## src/rtl/core/irfr_pkg.sv

```systemverilog
package irfr_pkg;

    // Frame limits.
    localparam int MAX_FRAME   = 255;
    localparam int FIELD_COUNT = 8;

    // Widths that follow from the limits.
    localparam int CNT_W  = $clog2(MAX_FRAME + 1);
    localparam int FIDX_W = $clog2(FIELD_COUNT + 1);
    localparam int FSEL_W = (FIELD_COUNT > 1) ? $clog2(FIELD_COUNT) : 1;

    // Output field layout, fixed by the result format.
    localparam int NUM_DIST  = 8;
    localparam int DIST_W    = 32;
    localparam int STATUS_W  = 3;
    localparam int FCOUNT_W  = 4;
    localparam int OUT_W     = STATUS_W + 1 + FCOUNT_W + NUM_DIST * DIST_W;
    localparam int DIST_LSB  = STATUS_W + 1 + FCOUNT_W;

    // Byte codes.
    localparam logic [7:0] START_BYTE   = 8'h05;
    localparam logic [7:0] END_BYTE     = 8'h03;
    localparam logic [7:0] FLAG_OK_BYTE = 8'h30;
    localparam logic [7:0] SEP_BYTE     = 8'h3B;
    localparam logic [7:0] DIGIT_LO     = 8'h30;
    localparam logic [7:0] DIGIT_HI     = 8'h39;

    // Input kinds carried on the input tuser bit.
    localparam logic MODE_BYTE    = 1'b0;
    localparam logic MODE_TIMEOUT = 1'b1;

    typedef enum logic [STATUS_W-1:0] {
        ST_OK      = 3'd0,
        ST_FLAG    = 3'd1,
        ST_LRC     = 3'd2,
        ST_TIMEOUT = 3'd3,
        ST_LONG    = 3'd4
    } t_status;

    typedef enum logic [2:0] {
        PH_HUNT = 3'b001,
        PH_BODY = 3'b010,
        PH_LRC  = 3'b100
    } t_phase;

    typedef struct packed {
        logic       mode;
        logic [7:0] rx_byte;
    } t_item;

    typedef struct packed {
        t_status                         status;
        logic                            send_ack;
        logic [FCOUNT_W-1:0]             field_count;
        logic [NUM_DIST-1:0][DIST_W-1:0] distance;
    } t_result;

    // Appends one decimal digit to a value, saturating at all ones.
    function automatic logic [DIST_W-1:0] mul10_add_sat(input logic [DIST_W-1:0] v,
                                                        input logic [3:0] d);
        logic [DIST_W+3:0] wide;
        wide = ({4'b0, v} << 3) + ({4'b0, v} << 1) + {{DIST_W{1'b0}}, d};
        if (wide[DIST_W+3:DIST_W] != 4'b0) begin
            return {DIST_W{1'b1}};
        end
        return wide[DIST_W-1:0];
    endfunction

endpackage

```

## src/rtl/core/irfr_in_stage.sv

```systemverilog
module irfr_in_stage
    import irfr_pkg::*;
(
    input  logic       i_clk,
    input  logic       i_rst_n,
    input  logic       i_s_tvalid,
    output logic       o_s_tready,
    input  logic [7:0] i_s_tdata,
    input  logic       i_s_tuser,
    input  logic       i_take,
    output logic       o_valid,
    output t_item      o_item
);

    logic  r_valid;
    t_item r_item;

    // The register refills in the same cycle that its item moves on.
    assign o_s_tready = !r_valid || i_take;

    always_ff @(posedge i_clk) begin
        if (!i_rst_n) begin
            r_valid <= 1'b0;
        end else if (o_s_tready) begin
            r_valid <= i_s_tvalid;
        end
    end

    always_ff @(posedge i_clk) begin
        if (i_s_tvalid && o_s_tready) begin
            r_item.mode    <= i_s_tuser;
            r_item.rx_byte <= i_s_tdata;
        end
    end

    assign o_valid = r_valid;
    assign o_item  = r_item;

endmodule

```

## src/rtl/core/irfr_parser.sv

```systemverilog
module irfr_parser
    import irfr_pkg::*;
(
    input  logic    i_clk,
    input  logic    i_rst_n,
    input  logic    i_step,
    input  t_item   i_item,
    output logic    o_res_valid,
    output t_result o_result
);

    t_phase            r_phase,       n_phase;
    logic [7:0]        r_lrc,         n_lrc;
    logic [CNT_W-1:0]  r_byte_count,  n_byte_count;
    logic              r_flag_good,   n_flag_good;
    logic              r_saw_flag,    n_saw_flag;
    logic [FIDX_W-1:0] r_field_index, n_field_index;
    logic [DIST_W-1:0] r_field_values [FIELD_COUNT];

    logic              clear_fields;
    logic              digit_en;
    t_status           status;
    logic [7:0]        b;
    logic              is_digit;
    logic [FSEL_W-1:0] fsel;
    logic [DIST_W-1:0] cur_value;
    logic [DIST_W-1:0] field_out [NUM_DIST];

    assign b        = i_item.rx_byte;
    assign is_digit = (b >= DIGIT_LO) && (b <= DIGIT_HI);
    assign fsel     = r_field_index[FSEL_W-1:0];
    assign cur_value = r_field_values[fsel];

    always_comb begin
        n_phase       = r_phase;
        n_lrc         = r_lrc;
        n_byte_count  = r_byte_count;
        n_flag_good   = r_flag_good;
        n_saw_flag    = r_saw_flag;
        n_field_index = r_field_index;
        clear_fields  = 1'b0;
        digit_en      = 1'b0;
        o_res_valid   = 1'b0;
        status        = ST_OK;

        if (i_step) begin
            if (i_item.mode == MODE_TIMEOUT) begin
                o_res_valid = 1'b1;
                status      = ST_TIMEOUT;
                n_phase     = PH_HUNT;
            end else if (r_phase == PH_HUNT) begin
                if (b == START_BYTE) begin
                    n_phase      = PH_BODY;
                    n_byte_count = CNT_W'(1);
                    clear_fields = 1'b1;
                end
            end else if (r_byte_count >= CNT_W'(MAX_FRAME)) begin
                o_res_valid = 1'b1;
                status      = ST_LONG;
                n_phase     = PH_HUNT;
            end else begin
                n_byte_count = r_byte_count + CNT_W'(1);
                unique case (r_phase)
                    PH_LRC: begin
                        o_res_valid = 1'b1;
                        if (!r_flag_good) begin
                            status = ST_FLAG;
                        end else if (b != r_lrc) begin
                            status = ST_LRC;
                        end else begin
                            status = ST_OK;
                        end
                        n_phase = PH_HUNT;
                    end
                    PH_BODY: begin
                        n_lrc = r_lrc ^ b;
                        if (!r_saw_flag) begin
                            n_saw_flag  = 1'b1;
                            n_flag_good = (b == FLAG_OK_BYTE);
                            if (b == END_BYTE) begin
                                n_phase = PH_LRC;
                            end
                        end else if (is_digit) begin
                            digit_en = (r_field_index < FIDX_W'(FIELD_COUNT));
                        end else if (b == SEP_BYTE || b == END_BYTE) begin
                            if (r_field_index < FIDX_W'(FIELD_COUNT)) begin
                                n_field_index = r_field_index + FIDX_W'(1);
                            end
                            if (b == END_BYTE) begin
                                n_phase = PH_LRC;
                            end
                        end
                    end
                    default: begin
                        n_phase = PH_HUNT;
                    end
                endcase
            end

            // Every way back to hunting starts the next frame from scratch.
            if (n_phase == PH_HUNT) begin
                n_lrc         = 8'h00;
                n_byte_count  = '0;
                n_flag_good   = 1'b0;
                n_saw_flag    = 1'b0;
                n_field_index = '0;
            end
        end
    end

    always_ff @(posedge i_clk) begin
        if (!i_rst_n) begin
            r_phase       <= PH_HUNT;
            r_lrc         <= 8'h00;
            r_byte_count  <= '0;
            r_flag_good   <= 1'b0;
            r_saw_flag    <= 1'b0;
            r_field_index <= '0;
        end else begin
            r_phase       <= n_phase;
            r_lrc         <= n_lrc;
            r_byte_count  <= n_byte_count;
            r_flag_good   <= n_flag_good;
            r_saw_flag    <= n_saw_flag;
            r_field_index <= n_field_index;
        end
    end

    // Field values reach the result only below the field index, which reset clears.
    always_ff @(posedge i_clk) begin
        if (clear_fields) begin
            for (int k = 0; k < FIELD_COUNT; k++) begin
                r_field_values[k] <= '0;
            end
        end else if (digit_en) begin
            r_field_values[fsel] <= mul10_add_sat(cur_value, b[3:0]);
        end
    end

    for (genvar k = 0; k < NUM_DIST; k++) begin : g_dist
        if (k < FIELD_COUNT) begin : g_live
            assign field_out[k] =
                (status == ST_OK && r_field_index > FIDX_W'(k)) ? r_field_values[k] : '0;
        end else begin : g_zero
            assign field_out[k] = '0;
        end
    end

    always_comb begin
        o_result.status      = status;
        o_result.send_ack    = (status == ST_OK);
        o_result.field_count = (status == ST_OK) ? FCOUNT_W'(r_field_index) : '0;
        for (int k = 0; k < NUM_DIST; k++) begin
            o_result.distance[k] = field_out[k];
        end
    end

    a_index_bound: assert property (@(posedge i_clk) disable iff (!i_rst_n)
        r_field_index <= FIDX_W'(FIELD_COUNT))
        else $error("field index ran past the field count");

    a_count_bound: assert property (@(posedge i_clk) disable iff (!i_rst_n)
        r_byte_count <= CNT_W'(MAX_FRAME))
        else $error("byte count ran past the frame limit");

    a_hunt_clean: assert property (@(posedge i_clk) disable iff (!i_rst_n)
        (r_phase == PH_HUNT) |-> (r_byte_count == '0 && !r_saw_flag && r_lrc == 8'h00))
        else $error("frame state not cleared while hunting");

    a_result_ends_frame: assert property (@(posedge i_clk) disable iff (!i_rst_n)
        o_res_valid |=> (r_phase == PH_HUNT))
        else $error("a result did not return the receiver to hunting");

endmodule

```

## src/rtl/core/irfr_out_stage.sv

```systemverilog
module irfr_out_stage
    import irfr_pkg::*;
(
    input  logic             i_clk,
    input  logic             i_rst_n,
    input  logic             i_load,
    input  logic             i_res_valid,
    input  t_result          i_result,
    output logic             o_free,
    output logic             o_m_tvalid,
    input  logic             i_m_tready,
    output logic [OUT_W-1:0] o_m_tdata
);

    logic    r_valid;
    t_result r_result;

    assign o_free = !r_valid || i_m_tready;

    always_ff @(posedge i_clk) begin
        if (!i_rst_n) begin
            r_valid <= 1'b0;
        end else if (i_load) begin
            r_valid <= i_res_valid;
        end else if (i_m_tready) begin
            r_valid <= 1'b0;
        end
    end

    always_ff @(posedge i_clk) begin
        if (i_load && i_res_valid) begin
            r_result <= i_result;
        end
    end

    assign o_m_tvalid = r_valid;

    always_comb begin
        o_m_tdata[STATUS_W-1:0]                   = r_result.status;
        o_m_tdata[STATUS_W]                       = r_result.send_ack;
        o_m_tdata[STATUS_W+1 +: FCOUNT_W]         = r_result.field_count;
        for (int k = 0; k < NUM_DIST; k++) begin
            o_m_tdata[DIST_LSB + k*DIST_W +: DIST_W] = r_result.distance[k];
        end
    end

endmodule

```

## src/rtl/core/ir_reply_frame_receiver.sv

```systemverilog
// Channel   Direction  tdata (lowest bit up)                          tuser
// s         in         rx_byte[7:0]                                   mode
// m         out        status[2:0], send_ack, field_count[3:0],       none
//                      distance_0 .. distance_7 (32 bits each)
//
// One item is taken per cycle while the result slot is free; a result is registered
// first as its byte in the input register, then in the result register.
// Reset is synchronous, active low, and returns the receiver to hunting for a start byte.
// A stalled result holds the input register and the parser; the result slot frees up in the
// same cycle that the waiting result is transferred out.
module ir_reply_frame_receiver
    import irfr_pkg::*;
(
    input  logic             i_clk,
    input  logic             i_rst_n,
    // Input bytes or timeout events.
    input  logic             i_s_tvalid,
    output logic             o_s_tready,
    input  logic [7:0]       i_s_tdata,   // rx_byte[7:0]
    input  logic             i_s_tuser,   // mode: 0 byte, 1 timeout
    // Frame results.
    output logic             o_m_tvalid,
    input  logic             i_m_tready,
    output logic [OUT_W-1:0] o_m_tdata    // status, send_ack, field_count, distance_0..7
);

    logic    in_valid;
    t_item   in_item;
    logic    out_free;
    logic    step;
    logic    res_valid;
    t_result result;

    // The parser steps whenever an item waits and the result slot can take
    // whatever the item produces; bytes that produce nothing pass at the same rate.
    assign step = in_valid && out_free;

    irfr_in_stage u_in (
        .i_clk      (i_clk),
        .i_rst_n    (i_rst_n),
        .i_s_tvalid (i_s_tvalid),
        .o_s_tready (o_s_tready),
        .i_s_tdata  (i_s_tdata),
        .i_s_tuser  (i_s_tuser),
        .i_take     (step),
        .o_valid    (in_valid),
        .o_item     (in_item)
    );

    // The parser holds the frame state (phase, running LRC, byte count, flag
    // check, field index and the field accumulators) and forms the result.
    irfr_parser u_parser (
        .i_clk       (i_clk),
        .i_rst_n     (i_rst_n),
        .i_step      (step),
        .i_item      (in_item),
        .o_res_valid (res_valid),
        .o_result    (result)
    );

    irfr_out_stage u_out (
        .i_clk       (i_clk),
        .i_rst_n     (i_rst_n),
        .i_load      (step),
        .i_res_valid (res_valid),
        .i_result    (result),
        .o_free      (out_free),
        .o_m_tvalid  (o_m_tvalid),
        .i_m_tready  (i_m_tready),
        .o_m_tdata   (o_m_tdata)
    );

endmodule

```

## config.mk

```make
export PLATFORM = sky130hd
export DESIGN_NAME = ir_reply_frame_receiver
export DESIGN_NICKNAME = d
export VERILOG_FILES = /design/src/rtl/core/irfr_pkg.sv /design/src/rtl/core/irfr_in_stage.sv /design/src/rtl/core/irfr_parser.sv /design/src/rtl/core/irfr_out_stage.sv /design/src/rtl/core/ir_reply_frame_receiver.sv
export SDC_FILE = /design/constraint.sdc
export NUM_CORES = 1
export LEC_CHECK = 0
export BUFFER_PORTS_ARGS = -buffer_cell sky130_fd_sc_hd__buf_2
export CAP_MARGIN = 20
export CORE_UTILIZATION = 53
export DETAILED_ROUTE_END_ITERATION = 8
export GPL_TIMING_DRIVEN = 0
export PLACE_DENSITY = 0.85
export SLEW_MARGIN = 20
export SYNTH_ARGS = -nofsm -noshare
export SYNTH_HDL_FRONTEND = slang
export SYNTH_SLANG_ARGS = --single-unit
export TNS_END_PERCENT = 10
```

## constraint.sdc

```tcl
create_clock -name i_clk -period 13.75 [get_ports i_clk]
set_input_delay 0.6875 -clock i_clk [delete_from_list [all_inputs] [get_ports i_clk]]
set_output_delay 0.6875 -clock i_clk [all_outputs]
set_load 0.01 [all_outputs]
```

==> out/summary.txt <==
status -> finished with violations
failing checks -> DRC
initial core utilization -> 54.1%
maximum buffer depth of the clock tree -> 3
CP Class -> flop to flop
register area -> 16500 um2
Die Ht -> 221 um
multi-input logic area -> 8150 um2
die area -> 48700 um2
cell mode on critical path -> fa_1
endpoints failing setup -> 0
post-synthesis cell count -> 1790
final WL -> 71900 um
max incr delay on CP -> 720 ps
# clock sinks -> 559
I/O Buffers -> 277
CTS-repair resized insts -> 0
CTS tree -> built
placed cells -> 2693
initial drt markers -> 2065
Synth async-reset ratio -> 0%
Routed Antenna Nets -> 0
EDFF count, synth -> 529
Fillers -> 3400
Post-Syn Nets -> 1872
global-route wire length before repair -> 104000 um
period utilization -> 44.2%
postcts setup bufs -> 0
max_slew headroom -> 36.4%
worst endpoint required time -> 14090 ps
Power Dens Cells -> 116 nW/um2
core area -> 46900 um2
Fin. Hold Viols -> 0
Mapped Area -> 25300 um2
sequential share of the synthesized area -> 65.1%
CP cell instances -> buf_2 > buf_1 > mux4_2 > mux2_2 > fa_1 > inv_1 > fa_1 > nor2b_1 > o2111a_1 > o211ai_1 > nand3_1 > a41oi_2 > xnor2_2 > buf_6 > nor2_1 > a21oi_1
Leakage -> 10.8 nW
Final nets -> 2225
top-area cell type share of the netlist area -> 62.7%
max-slew violation count -> 0
First-pass DRT Iterations -> 8
# IOs -> 279
Crit path arrival time -> 6410 ps
fin crit period -> 6070 ps
row cnt -> 79
gr usage total -> 29.5%
post-synth top area cell -> edfxtp_1
Detail Placement HPWL -> 50400 um
max cap viols -> 0
vias in the first global route -> 17504
H-tree lvl count -> 2
Worst Tran Pin Value -> 954 ps
Slowest cell on crit path -> buf_1
layout cells sized above 1 -> 25.3%
Fmax -> 165 MHz
clock-pin slew on the worst setup and hold paths -> 60 ps
total negative slack -> 0 ps
Final Wtd Congestion -> 0.932
Layout Cells excl Fill -> 2797
Worst IR Drop VDD -> 0.0946 mV
ant diodes -> 0
Post-synth top cells -> edfxtp_1 (529), a21oi_1 (294), and2_1 (231)
Seq cells post-synth -> 559
Inserted Clock Buffers -> 55
global route total overflow -> 0
CP endpoint kind -> flop
RSZ-0062 raised after global routing -> no
Post-synth top flop -> edfxtp_1
via count -> 17265
WL/cell -> 25.7 um
Synth Warn # -> 0
Die W -> 221 um
critical-path maximum fanout -> 10
# DRC -> 16
clk_lat worst skew -> 630 ps
Cell variety after synth -> 69
most frequent cell after synthesis -> edfxtp_1
# hold bufs at CTS -> 0
area growth from synthesis to layout -> 17.9%
CP Launch Type -> flop
Vias/cell -> 6.17
antenna violations before repair -> 1
Fin Clk Skew -> 35.8 ps
Root Buffer -> clkbuf_16
class of the worst hold path -> primary input to flop
synthesized area per cell -> 14.2 um2
Area contributors post-synth -> edfxtp_1 (63%), a21oi_1 (5.8%), and2_1 (5.7%)
maximum number of pins on one net before global-route repair -> 27
-- final cells by class --
cell class	instances	area share, %
Clock buffer	69	4.86
Buffer	119	2.31
Inverter	12	0.151
Sequential cell	559	55.2
Clock inverter	35	1.27
Tap cell	607	2.54
Multi-Input combinational cell	1100	27.3
Timing Repair Buffer	296	6.39
-- cells by family (layout without fill, tap and decap cells) --
family          after synthesis  after routing  share of synthesized area [%]
mux                          98             98                           7.24
xor+xnor                     38             38                           1.34
flops                       559            559                           65.1
simple gates                490            490                           10.9
fa+ha+maj                    69             69                           3.47
buf+inv                     131            531                           2.89
compound gates              405            405                           9.03
-- registers in the layout, summed over array words and instances, names as in the netlist, named ones only --
signal,count
u_in.o_item,9
u_in.o_valid,1
u_out.o_m_tdata,264
u_out.o_m_tvalid,1
u_parser.r_byte_count,8
u_parser.r_field_index,4
u_parser.r_field_values,256
u_parser.r_flag_good,1
u_parser.r_lrc,8
u_parser.r_phase,3
u_parser.r_saw_flag,1
-- worst max-delay path: cells and delay by family (launching register included) --
family / cells / cell delay (ps)
buffers and inverters: 4 / 1320
AND/OR/NAND/NOR: 3 / 1060
adder cells (fa/ha/maj): 2 / 1010
multiplexers: 2 / 950
AO/OA/AOI/OAI: 4 / 890
flip-flops: 1 / 310
XOR/XNOR: 1 / 260
-- power by group --
group | leakage, nW | total [mW] | switching, mW | internal [mW]
Sequential | 5.07 | 1.87 | 0.00834 | 1.86
Clock | 0.884 | 1.53 | 0.647 | 0.883
Combinational | 4.83 | 0.0657 | 0.0416 | 0.0241
Total | 10.8 | 3.47 | 0.697 | 2.77
-- placed cells by master, fill, tap and decap left out, drive strengths merged, types with 6 or more instances in the layout --
cell type  count
edfxtp       529
a21oi        295
a31oi         12
nand3         10
clkinv        21
o21ai         32
or3            6
and3          37
nand2b         7
nand4          9
xor2          22
nor2          83
inv           15
nor4          11
nand2         56
o21a          14
bufinv         7
dfxtp         30
mux4          64
nor3          10
mux2          32
and2         231
nand3b         8
a21o          11
a21boi        14
xnor2         16
clkbuf       144
buf          340
nor2b         11
ha            67
-- per-stage QoR --
step | area [um2] | power (mW) | hold slack (ps) | setup WS, ps | util (%)
after global placement | 27500 | 1.97 | 468 | 2230 | 58.7
final | 29900 | 3.47 | 261 | 7680 | 63.7
after global routing | 29900 | 3.54 | 235 | 7430 | 63.7
after detailed placement | 28000 | 1.97 | 479 | 7720 | 59.8
after CTS | 29900 | 3.48 | 238 | 7710 | 63.7
after floorplan | 25300 | 1.94 | 454 | 4650 | -
-- metal layers --
| layer | track usage [%] | part of all wire, % | wire [um] |
|---|---|---|---|
| met3 | 7.15 | 10 | 7220 |
| met2 | 47.8 | 48 | 34500 |
| met4 | 15.2 | 4.8 | 3470 |
| met5 | 0 | 0 | 0 |
| met1 | 37.1 | 37 | 26700 |
-- worst paths after layout --
| kind | from | endpoint | slack, ps | cells after the start |
|---|---|---|---|---|
| min reg2reg | u_parser.r_byte_count[1] | u_parser.r_byte_count[1] | 490 | 2 |
| max | flop | u_parser.r_field_values[5][5] | 7680 | 16 |
| min | i_s_tuser | u_in.o_item[8] | 260 | 1 |
| max reg2reg | flop | u_parser.r_field_values[5][5] | 7680 | 16 |
Power figures use the tool's default switching activity.
